`config.mk`:
```
export PLATFORM = sky130hd
export DESIGN_NAME = grid_3x3_pattern_counter
export DESIGN_NICKNAME = d
export VERILOG_FILES = /design/src/hdl/gpc_pkg.sv /design/src/hdl/gpc_line_ram.sv /design/src/hdl/grid_3x3_pattern_counter.sv
export VERILOG_INCLUDE_DIRS = /design/src /design/src/hdl
export SDC_FILE = /design/constraint.sdc
export NUM_CORES = 2
export LEC_CHECK = 0
export BUFFER_PORTS_ARGS = -buffer_cell sky130_fd_sc_hd__clkbuf_2
export CAP_MARGIN = 20
export CORE_MARGIN = 3
export CORE_UTILIZATION = 35
export CTS_CLUSTER_DIAMETER = 100
export DETAILED_ROUTE_END_ITERATION = 12
export PLACE_DENSITY = 0.5
export RECOVER_POWER = 100
export SLEW_MARGIN = 20
export SYNTH_ARGS = -nofsm -noshare
export SYNTH_HDL_FRONTEND = slang
export SYNTH_HIERARCHICAL = 1
export SYNTH_SLANG_ARGS = --single-unit
```
`constraint.sdc`:
```
create_clock -name aclk -period 41.9 [get_ports aclk]
set_input_delay 8.38 -clock aclk [delete_from_list [all_inputs] [get_ports aclk]]
set_output_delay 8.38 -clock aclk [all_outputs]
set_load 0.1 [all_outputs]
```
`src/hdl/assert_macros.svh`:
```
// ----------------------------------------------------------------------------
// Assertion macros
// Shared concurrent assertion wrappers; empty when SYNTHESIS is defined.
// ----------------------------------------------------------------------------
`ifndef ASSERT_MACROS_SVH
`define ASSERT_MACROS_SVH

`ifndef SYNTHESIS
// Check that prop holds at every rising edge of clk outside reset.
`define GPC_ASSERT(lbl, clk, rstn, prop, msg) \
    lbl: assert property (@(posedge clk) disable iff (!rstn) (prop)) else $error(msg);
// Check that expr never holds at a rising edge of clk outside reset.
`define GPC_NEVER(lbl, clk, rstn, expr, msg) \
    lbl: assert property (@(posedge clk) disable iff (!rstn) !(expr)) else $error(msg);
`else
`define GPC_ASSERT(lbl, clk, rstn, prop, msg)
`define GPC_NEVER(lbl, clk, rstn, expr, msg)
`endif

`endif

```
`src/hdl/gpc_pkg.sv`:
```
// ----------------------------------------------------------------------------
// gpc_pkg
// Shared widths, constants and window matching for the 3x3 pattern counter.
// ----------------------------------------------------------------------------
package gpc_pkg;

    localparam int MAX_WIDTH_DEF  = 1024;
    localparam int COUNT_BITS_DEF = 20;

    localparam int CELL_W      = 8;
    localparam int ROW_WIDTH_W = 11;
    localparam int COUNT_OUT_W = 20;
    localparam int OUT_TDATA_W = 24;
    localparam int LINE_W      = 2;   // bit 0: row r-2 mark, bit 1: row r-1 mark
    localparam int WIN_W       = 9;

    localparam logic [CELL_W-1:0]      MARK_CHAR       = 8'd42;
    localparam logic [ROW_WIDTH_W-1:0] ROW_WIDTH_RESET = 11'd1024;

    // Rows seen in the frame, saturating once a full window height exists
    localparam logic [1:0] ROW_CNT_FULL = 2'd2;

    // Six-cell shapes; bit r*3+k is window row r, column k (k = 0 leftmost)
    localparam logic [WIN_W-1:0] SHAPE_MASKS [8] = '{
        9'h12F, 9'h1E6, 9'h1E9, 9'h0CF, 9'h06F, 9'h1A7, 9'h1EC, 9'h1CB
    };

    function automatic logic [WIN_W-1:0] build_window(
        input logic [2:0] left,
        input logic [2:0] mid,
        input logic [2:0] right
    );
        logic [WIN_W-1:0] win;
        win = '0;
        for (int r = 0; r < 3; r++) begin
            win[r*3 + 0] = left[r];
            win[r*3 + 1] = mid[r];
            win[r*3 + 2] = right[r];
        end
        return win;
    endfunction

    function automatic logic window_match(input logic [WIN_W-1:0] win);
        logic hit;
        hit = 1'b0;
        for (int s = 0; s < 8; s++) begin
            if ((win & SHAPE_MASKS[s]) == SHAPE_MASKS[s]) begin
                hit = 1'b1;
            end
        end
        return hit;
    endfunction

endpackage

```
`src/hdl/gpc_line_ram.sv`:
```
// ----------------------------------------------------------------------------
// gpc_line_ram
// Simple dual-port line store: one write port, one registered read port.
// ----------------------------------------------------------------------------
module gpc_line_ram #(
    parameter  int DEPTH  = gpc_pkg::MAX_WIDTH_DEF,
    parameter  int DATA_W = gpc_pkg::LINE_W,
    localparam int ADDR_W = $clog2(DEPTH)
) (
    input  logic              clk,
    input  logic              wr_en,
    input  logic [ADDR_W-1:0] wr_addr,
    input  logic [DATA_W-1:0] wr_data,
    input  logic [ADDR_W-1:0] rd_addr,
    output logic [DATA_W-1:0] rd_data
);

    logic [DATA_W-1:0] mem [DEPTH];
    logic [DATA_W-1:0] rd_data_reg;

    // Read returns the old contents on a same-address write.
    always_ff @(posedge clk) begin
        if (wr_en) begin
            mem[wr_addr] <= wr_data;
        end
        rd_data_reg <= mem[rd_addr];
    end

    assign rd_data = rd_data_reg;

endmodule

```
`src/hdl/grid_3x3_pattern_counter.sv`:
```
// ----------------------------------------------------------------------------
// grid_3x3_pattern_counter
// Counts 3x3 windows of a raster character grid that match any of eight
// six-cell shapes; reports the saturating count at the end of each grid.
// ----------------------------------------------------------------------------
// Cells stream in raster order, one byte per word, and the block takes one
// cell every clock cycle while tready is high. A cell is marked when it is
// '*'. The marks of the two rows above live in one line RAM, 2 bits by
// MAX_WIDTH, read at the accept edge and written back in the cycle after;
// a one-entry forward covers back-to-back cells on the same column (row
// width of one). The word with tlast set closes the grid: its own window is
// counted, and its count goes from the update stage into a two-word output
// queue, so the input keeps flowing while one result waits; tready drops
// only while two results are waiting or in flight. The line RAM needs no
// clearing pass after reset or after a grid: a high-water mark of the
// columns written in the current grid makes unwritten entries read as zero.
// row_width is taken from cfg_wr_data whenever cfg_wr_en is high; zero acts
// as one, and values above MAX_WIDTH act as MAX_WIDTH.
// ----------------------------------------------------------------------------
`include "assert_macros.svh"

module grid_3x3_pattern_counter #(
    parameter int MAX_WIDTH  = gpc_pkg::MAX_WIDTH_DEF,
    parameter int COUNT_BITS = gpc_pkg::COUNT_BITS_DEF
) (
    input  logic                             aclk,
    input  logic                             aresetn,
    // configuration
    input  logic                             cfg_wr_en,
    input  logic [gpc_pkg::ROW_WIDTH_W-1:0]  cfg_wr_data,   // row_width
    // cell stream
    input  logic                             s_tvalid,
    output logic                             s_tready,
    input  logic [gpc_pkg::CELL_W-1:0]       s_tdata,       // [7:0] cell_char
    input  logic                             s_tlast,       // frame_last
    // result stream
    output logic                             m_tvalid,
    input  logic                             m_tready,
    output logic [gpc_pkg::OUT_TDATA_W-1:0]  m_tdata,       // [19:0] window_count
    output logic                             m_tuser        // [0] count_saturated
);

    import gpc_pkg::*;

    localparam int CW = $clog2(MAX_WIDTH);       // column index bits
    localparam int FW = CW + 1;                  // high-water mark, 0..MAX_WIDTH
    localparam int EW = (FW > ROW_WIDTH_W) ? FW : ROW_WIDTH_W;
    localparam logic [EW-1:0]         MAX_W_E   = EW'(MAX_WIDTH);
    localparam logic [COUNT_BITS-1:0] COUNT_MAX = '1;

    typedef struct packed {
        logic                   sat;
        logic [COUNT_OUT_W-1:0] count;
    } result_t;

    // ---------------------------------------------------------------- config
    logic [ROW_WIDTH_W-1:0] row_width_reg;

    always_ff @(posedge aclk) begin
        if (!aresetn) begin
            row_width_reg <= ROW_WIDTH_RESET;
        end else if (cfg_wr_en) begin
            row_width_reg <= cfg_wr_data;
        end
    end

    // Effective width: clamp to 1..MAX_WIDTH
    logic [EW-1:0] rw_e;
    logic [EW-1:0] eff_w;

    always_comb begin
        rw_e = EW'(row_width_reg);
        if (rw_e == '0) begin
            eff_w = EW'(1);
        end else if (rw_e > MAX_W_E) begin
            eff_w = MAX_W_E;
        end else begin
            eff_w = rw_e;
        end
    end

    // ------------------------------------------------------- accept stage
    logic          acc;
    logic [CW-1:0] col_reg,  col_next;
    logic [1:0]    row_reg,  row_next;
    logic [FW-1:0] fill_reg, fill_next;
    logic [EW-1:0] col_inc;
    logic [FW-1:0] col_inc_f;
    logic          col_wrap;
    logic          rd_hit;
    logic          win_full;

    assign acc = s_tvalid && s_tready;

    always_comb begin
        col_inc   = EW'(col_reg) + EW'(1);
        col_inc_f = FW'(col_reg) + FW'(1);
        col_wrap  = (col_inc >= eff_w);
        // entries past the high-water mark were not written in this grid
        rd_hit    = (FW'(col_reg) < fill_reg);
        win_full  = (row_reg == ROW_CNT_FULL) && (col_reg >= CW'(2));

        col_next  = col_reg;
        row_next  = row_reg;
        fill_next = fill_reg;
        if (acc) begin
            if (s_tlast) begin
                // drop the grid: the mark empties the line store at once
                col_next  = '0;
                row_next  = '0;
                fill_next = '0;
            end else begin
                col_next  = col_wrap ? '0 : CW'(col_inc);
                if (col_wrap && (row_reg != ROW_CNT_FULL)) begin
                    row_next = row_reg + 2'd1;
                end
                if (col_inc_f > fill_reg) begin
                    fill_next = col_inc_f;
                end
            end
        end
    end

    always_ff @(posedge aclk) begin
        if (!aresetn) begin
            col_reg  <= '0;
            row_reg  <= '0;
            fill_reg <= '0;
        end else begin
            col_reg  <= col_next;
            row_reg  <= row_next;
            fill_reg <= fill_next;
        end
    end

    // ------------------------------------------------------- line store
    logic [LINE_W-1:0] ram_rd_data;
    logic [LINE_W-1:0] ram_wr_data;
    logic              s1_valid_reg;
    logic              s1_last_reg;
    logic              s1_mark_reg;
    logic              s1_hit_reg;
    logic              s1_full_reg;
    logic [CW-1:0]     s1_col_reg;
    logic              fwd_hit_reg;
    logic [LINE_W-1:0] fwd_data_reg;

    gpc_line_ram #(
        .DEPTH  (MAX_WIDTH),
        .DATA_W (LINE_W)
    ) u_line_ram (
        .clk     (aclk),
        .wr_en   (s1_valid_reg),
        .wr_addr (s1_col_reg),
        .wr_data (ram_wr_data),
        .rd_addr (col_reg),
        .rd_data (ram_rd_data)
    );

    // Advance the accepted cell into the update stage; capture the write that
    // lands on the same edge as the read so it can be forwarded.
    always_ff @(posedge aclk) begin
        if (!aresetn) begin
            s1_valid_reg <= 1'b0;
            fwd_hit_reg  <= 1'b0;
        end else begin
            s1_valid_reg <= acc;
            fwd_hit_reg  <= s1_valid_reg && (s1_col_reg == col_reg);
        end
    end

    always_ff @(posedge aclk) begin
        if (acc) begin
            s1_last_reg <= s_tlast;
            s1_mark_reg <= (s_tdata == MARK_CHAR);
            s1_hit_reg  <= rd_hit;
            s1_full_reg <= win_full;
            s1_col_reg  <= col_reg;
        end
        fwd_data_reg <= ram_wr_data;
    end

    // ------------------------------------------------------- update stage
    logic [LINE_W-1:0]     line_rd;
    logic [2:0]            triple;
    logic [5:0]            win_cols_reg;
    logic [WIN_W-1:0]      win;
    logic                  win_match;
    logic [COUNT_BITS-1:0] count_reg;
    logic [COUNT_BITS-1:0] count_new;
    result_t               res;
    logic                  s1_push;

    always_comb begin
        if (!s1_hit_reg) begin
            line_rd = '0;
        end else if (fwd_hit_reg) begin
            line_rd = fwd_data_reg;
        end else begin
            line_rd = ram_rd_data;
        end
        // column of the current cell: bit 0 row r-2, bit 1 row r-1, bit 2 row r
        triple      = {s1_mark_reg, line_rd[1], line_rd[0]};
        // shift the column up: middle moves to upper, current to middle
        ram_wr_data = {s1_mark_reg, line_rd[1]};
        win         = build_window(win_cols_reg[2:0], win_cols_reg[5:3], triple);
        win_match   = s1_full_reg && window_match(win);
        count_new   = count_reg;
        if (win_match && (count_reg != COUNT_MAX)) begin
            count_new = count_reg + COUNT_BITS'(1);
        end
        res.count = COUNT_OUT_W'(count_new);
        res.sat   = (count_new == COUNT_MAX);
        s1_push   = s1_valid_reg && s1_last_reg;
    end

    always_ff @(posedge aclk) begin
        if (!aresetn) begin
            win_cols_reg <= '0;
            count_reg    <= '0;
        end else if (s1_valid_reg) begin
            if (s1_last_reg) begin
                win_cols_reg <= '0;
                count_reg    <= '0;
            end else begin
                win_cols_reg <= {triple, win_cols_reg[5:3]};
                count_reg    <= count_new;
            end
        end
    end

    // ------------------------------------------------------- output queue
    result_t    q_data_reg [2];
    logic       q_wr_ptr_reg;
    logic       q_rd_ptr_reg;
    logic [1:0] q_count_reg;
    logic [1:0] q_count_next;
    logic       m_pop;
    result_t    q_head;

    assign m_pop = m_tvalid && m_tready;

    always_comb begin
        q_count_next = q_count_reg;
        if (s1_push && !m_pop) begin
            q_count_next = q_count_reg + 2'd1;
        end else if (!s1_push && m_pop) begin
            q_count_next = q_count_reg - 2'd1;
        end
    end

    always_ff @(posedge aclk) begin
        if (!aresetn) begin
            q_wr_ptr_reg <= 1'b0;
            q_rd_ptr_reg <= 1'b0;
            q_count_reg  <= '0;
        end else begin
            if (s1_push) begin
                q_wr_ptr_reg <= ~q_wr_ptr_reg;
            end
            if (m_pop) begin
                q_rd_ptr_reg <= ~q_rd_ptr_reg;
            end
            q_count_reg <= q_count_next;
        end
    end

    always_ff @(posedge aclk) begin
        if (s1_push) begin
            q_data_reg[q_wr_ptr_reg] <= res;
        end
    end

    // Hold off input while two results are queued or in flight
    assign s_tready = ((q_count_reg + 2'(s1_push)) < 2'd2);

    assign q_head   = q_data_reg[q_rd_ptr_reg];
    assign m_tvalid = (q_count_reg != 2'd0);
    assign m_tdata  = OUT_TDATA_W'(q_head.count);
    assign m_tuser  = q_head.sat;

    // ------------------------------------------------------- assertions
    `GPC_NEVER(a_queue_overflow, aclk, aresetn, s1_push && !m_pop && (q_count_reg == 2'd2), "result queue overflow")
    `GPC_ASSERT(a_forward_same_col, aclk, aresetn, (s1_valid_reg && $past(s1_valid_reg) && (s1_col_reg == $past(s1_col_reg))) |-> fwd_hit_reg, "missed forward on same column")
    `GPC_ASSERT(a_last_clears, aclk, aresetn, (acc && s_tlast) |=> ((col_reg == '0) && (fill_reg == '0) && (row_reg == '0)), "grid state not cleared after last word")
    `GPC_ASSERT(a_fill_bound, aclk, aresetn, (fill_reg <= FW'(MAX_WIDTH)) && (FW'(col_reg) <= fill_reg), "high-water mark out of range")

endmodule

```
== Word level (Yosys, flattened, before mapping) ==
Memories as Yosys holds them, arrays and structs flattened. A register that Yosys moved wholly into a read port is not among the register bits.
Cells that the tools add are included.

* Register bits after elaboration: 82
* Memory bits (writable): 2090
* Bits of input ports: 25
* Output and inout bits: 27
* Logic and storage cells: 95
* Memories kept: 2

{| class="wikitable"
|+ Memories
! name !! depth !! bits a word !! rd ports !! clocked after memory_dff !! wr ports !! RTL line !! RTL
|-
| u_line_ram.mem || 1024 || 2 || 1 || 1 || 1 || gpc_line_ram.sv:18 || <nowiki>logic [DATA_W-1:0] mem [DEPTH];</nowiki>
|-
| q_data_reg || 2 || 21 || 1 || 1 || 1 || grid_3x3_pattern_counter.sv:233 || <nowiki>result_t q_data_reg [2];</nowiki>
|}

* $add $sub $neg: 6
* Order comparisons: 6
* Equal/unequal tests: 14
* Muxes and demuxes: 29
* Bitwise logic cells: 2
* Reductions and logical operators: 19

{| class="wikitable"
|+ Operators by type and width
! kind !! number
|-
| equality test 6 bit, second input constant || 8
|-
| 2-to-1 mux 11 bit || 4
|-
| 2-to-1 mux 20 bit || 2
|-
| adder 20 x 1 -> 20 bit, second input constant || 1
|-
| equality test 20 bit, second input constant || 1
|-
| 2-to-1 mux 10 bit || 2
|-
| != test 20 bit, second input constant || 1
|-
| 2-to-1 mux 1 bit || 14
|-
| 2-to-1 mux 2 bit || 6
|-
| adder 10 x 1 -> 11 bit, second input constant || 1
|-
| >= comparator 11 bit || 1
|-
| greater-than comparator 11 bit || 1
|-
| greater-than comparator 11 bit, second input constant || 1
|-
| logical NOT 11 bit || 1
|-
| less-than comparator 10 x 11 -> 1 bit || 1
|-
| equality test 10 bit || 1
|-
| >= comparator 10 x 2 -> 1 bit, second input constant || 1
|-
| logical AND 1 bit || 10
|-
| equality test 8 x 6 -> 1 bit, second input constant || 1
|-
| nonzero test 2 bit || 4
|-
| 2-to-1 mux 6 bit || 1
|-
| adder 2 x 1 -> 2 bit, second input constant || 2
|-
| AND reduction 2 bit || 2
|-
| adder 2 x 1 -> 2 bit || 1
|-
| other kinds (6) || 8
|}

== Logic depth before layout (Yosys ltp) ==
* Depth after elaboration: 15
* Gate-level depth with buffers: 15
* Mapped depth without buffers: 15

== Modules after synthesis ==
Netlist, hierarchy kept.

{| class="wikitable"
|+ Modules (own cells, without submodules)
! module !! times used !! cells each !! area an instance (µm²) !! sequential area each (µm²)
|-
| gpc_line_ram || 1 || 4793 || 83757.8 || 61539.0
|-
| grid_3x3_pattern_counter || 1 || 618 || 6337.3 || 3062.9
|}

== Worst setup path before layout ==
OpenSTA, ideal clock, no wires.

* Kind: reg-to-reg
* Start: register fwd_hit_reg
* End: memory q_data_reg[0][20] (netlist name) (data pin)
* Setup time: 0.181 ns
* Arrival time: 31.729 ns
* Data required time: 41.719 ns
* Path slack: 9.990 ns
* Cell stages (with the launch flop): 9
* Buffers on the path: 0
* Period minus slack after synthesis: 31.910 ns
* Path through: dfxtp_1 > mux2i_1 > nor2b_1 > a22oi_1 > or4b_4 > xnor2_2 > o211a_1 > nand4_1 > nor4b_2

{| class="wikitable"
|+ RTL lines
! item !! RTL line !! RTL
|-
| start, declared || grid_3x3_pattern_counter.sv:145 || <nowiki>logic fwd_hit_reg;</nowiki>
|-
| start signal, assigned || grid_3x3_pattern_counter.sv:168 || <nowiki>fwd_hit_reg <= s1_valid_reg && (s1_col_reg == col_reg);</nowiki>
|-
| end, declared || grid_3x3_pattern_counter.sv:233 ||
|}

== Final worst setup path ==
* Start: register u_line_ram.rd_data_reg[1] (netlist: u_line_ram/rd_data[1]) (read register of u_line_ram.mem)
* End: memory u_line_ram/mem[300][0] (netlist name) (data pin)

* Word-level cells in the longest chain between the ends: 2

{| class="wikitable"
|+ RTL lines
! item !! RTL line !! RTL
|-
| start, declared || gpc_line_ram.sv:19 || <nowiki>logic [DATA_W-1:0] rd_data_reg;</nowiki>
|-
| 2-to-1 mux 2 bit || grid_3x3_pattern_counter.sv:197 || <nowiki>end else if (fwd_hit_reg) begin</nowiki>
|-
| 2-to-1 mux 2 bit || grid_3x3_pattern_counter.sv:195 || <nowiki>if (!s1_hit_reg) begin</nowiki>
|-
| named net line_rd[1] || grid_3x3_pattern_counter.sv:184 || <nowiki>logic [LINE_W-1:0] line_rd;</nowiki>
|-
| end, declared || gpc_line_ram.sv:18 ||
|}

The timed path passes the listed nets, and every way through them passes these cells.

==> reports/results.txt <==
Status = finished with violations
Failing checks = capacitance limit, slew limit
FF+latch count, synth = 2,175
Area taken by multi-input logic gates = 0.02323 sq mm
Starting DRT DRC Count = 6,743
Worst-Margin Slew = 8.936 ns
H-tree depth = 4
Post-CTS setup buffers = 0
Die area = 0.2635 sq mm
Post-cts resize count = 0
Most Used Layer, Global Route = met2
Met2 GRT Util = 0.3082
Worst r2r src = u_line_ram/rd_data[1]$_DFF_P_
Commonest cells in the netlist = 2,104 x edfxtp_1, 1,115 x nor2_1, 449 x mux4_2, 262 x clkbuf_1, 216 x mux2i_1
Peak supply drop = 0.04259 mV
CTS max path bufs = 3
Final net count = 5,480
Crit-path max FO = 197
Final estimated routing congestion in global placement = 0.7958
Worst path required time = 42.10 ns
Crit Path Class = reg2reg
Fin. Hold Viols = 0
CP Capture Type = flip-flop
# IOs = 52
Gr ovfl total = 0
First-pass GRT wire length = 378.2 mm
Min-Delay Path Class = reg2reg
Post-route DRC = 0
RSZ-0062 raised after global routing = false
Sequential cell area = 0.06461 sq mm
# Max-Cap Violations = 76
Dominant cells by area after synthesis = edfxtp_1 70%, mux4_2 11%, nor2_1 4.6%
Crit path from = u_line_ram/rd_data[1]$_DFF_P_
FILL cells = 23,500
Worst Hold Depth = 1
Top-area cell type share of the netlist area = 0.7013
Reg2reg path depth = 7
Die Span Y = 513.4 um
# port buffers = 47
Max Slew Vio Count = 3,426
Cell with the most instances after synthesis = edfxtp_1
DR vias/cell = 5.606
Worst setup SP type = flip-flop
CTS Buf Count = 228
Power per cell area = 50.56 mW/mm^2
Initial core utilization = 0.3532
Hold path start = fill_reg[4]$_SDFFE_PN0P_
Final min period = 17.53 ns
CTS hold repair buffers = 0
Post-route ant nets = 0
FP Rows = 185
Worst Skew = 0.02803 ns
CP arrival = 17.73 ns
Ys Warns = 6
GR Util met1 = 0.2899
Detailed-router iteration count before antenna repair = 6
# clock sinks = 2,175
Die W = 513.4 um
DRT Wirelength = 264.8 mm
Finish-stage setup viols = 0
Leading area contributor after synthesis = edfxtp_1
Max Clk Rate = 57.06 MHz
Hpwl dp = 150.2 mm
Number of flops mapped to enable cells by yosys = 2,104
Antenna violations before repair = 21
Layout cell share with drive strength beyond 1 = 0.1697
Setup WS pre-CTS = 31.31 ns
Synth Cell Area = 0.09010 sq mm
Vias in the first global route = 50,930
Largest net degree at the start of global routing = 205
Max reg flops = 2,048
Drt wl/cell = 29.49 um
Sequential area share after synthesis = 0.7170
Syn_area_per_cell = 16.65 sq um
Clock root cell = clkbuf_16
Fraction of registers with async set/reset = 0
CTS tree = yes
P&R area growth vs syn = 11.50%
Max-slew headroom = -4.958
Top FF cell, synth = edfxtp_1
Via Count = 50,350
Reg clk slew, reported paths = 0.06 ns
Core Util, Final = 0.3938
Fin crit share = 0.4183
Cell count after synthesis = 5,411
Clock latency on the worst-skew pair = 0.87 ns
Post-synthesis cell type count = 86
GRT met3 Usage = 0.03069
Core area = 0.2551 sq mm
Setup ws final = 24.37 ns
P_leak = 29.64 nW
GR Util All Layers = 0.1983
Setup TNS = 0 ns
-- per-stage QoR --
| stage | cells | hold slack (ns) | power, mW | instance area, sq um |
|---|---|---|---|---|
| after detailed placement | 8553 | 0.4514 | 3.181 | 94050 |
| after CTS | 8974 | 0.4688 | 5.104 | 101100 |
| after floorplan | 5414 | 0.4323 | 3.177 | 90110 |
| after global placement | 8551 | 0.4441 | 3.176 | 94010 |
| after global routing | 8976 | 0.4878 | 5.260 | 100400 |
| final | 8980 | 0.4654 | 5.079 | 100500 |
-- where the power goes --
part	switching (mW)	total, mW	internal (mW)	leakage [nW]
logic	0.400	0.569	0.169	6.45
clock network	0.854	1.93	1.07	3.47
registers	0.0224	2.58	2.56	19.7
total	1.28	5.08	3.80	29.6
-- cell families after synthesis --
logic type	count (synthesis)	share of synthesized area
AO/OA/AOI/OAI	460	0.03587
XOR/XNOR	42	0.004166
adder cells (fa/ha/maj)	37	0.005138
buffers and inverters	467	0.02618
flip-flops	2175	0.7170
multiplexers	697	0.1402
other	1	0.00004162
AND/OR/NAND/NOR	1532	0.07133
-- worst max-delay path: stages (launching register included) --
cell and delay (ns):
dfxtp_1 0.52, mux2i_1 0.17, nor2b_4 0.14, clkbuf_1 6.18, clkbuf_1 2.91, clkbuf_1 3.28
clkbuf_1 1.27, clkbuf_1 2.23
-- cell usage in the layout, fill, tap and decap left out, drive strengths merged, types with 43 or more instances in the layout --
master and instances:
inv 43, a21oi 90, mux2i 216, nand2 143
clkbuf 392, buf 90, clkinv 120, o21ai 49
mux4 449, nor3 55, o22ai 47, nor2 1115
a22oi 66, o221ai 84, dfxtp 71, nand3 66
edfxtp 2104
-- path summary, 6_finish.rpt --
path / endpoint / slack [ns]
setup / recovery: u_line_ram/mem[300][0]$_DFFE_PP_ / 24.37
hold / removal: fill_reg[4]$_SDFFE_PN0P_ / 0.47
setup reg to reg: u_line_ram/mem[300][0]$_DFFE_PP_ / 24.37
hold reg to reg: fill_reg[4]$_SDFFE_PN0P_ / 0.47
-- per-layer routing --
metal | wire length [um] | vias to the layer above
met5 | 0 | -
met4 | 7054 | 0
met3 | 19940 | 356
met2 | 122300 | 1984
met1 | 115500 | 26820
li1 | - | 21180
-- cell type report --
cell class                 instances  share of cell area
clock inverter                   142             0.01090
inverter                          38            0.001457
timing repair buffer             203             0.01172
antenna                            5           0.0001246
multi-input combinational       2772              0.2313
tap                             3366             0.04192
sequential                      2175              0.6432
clock buffer                     279             0.05944
(Power assumes the default switching activity.)
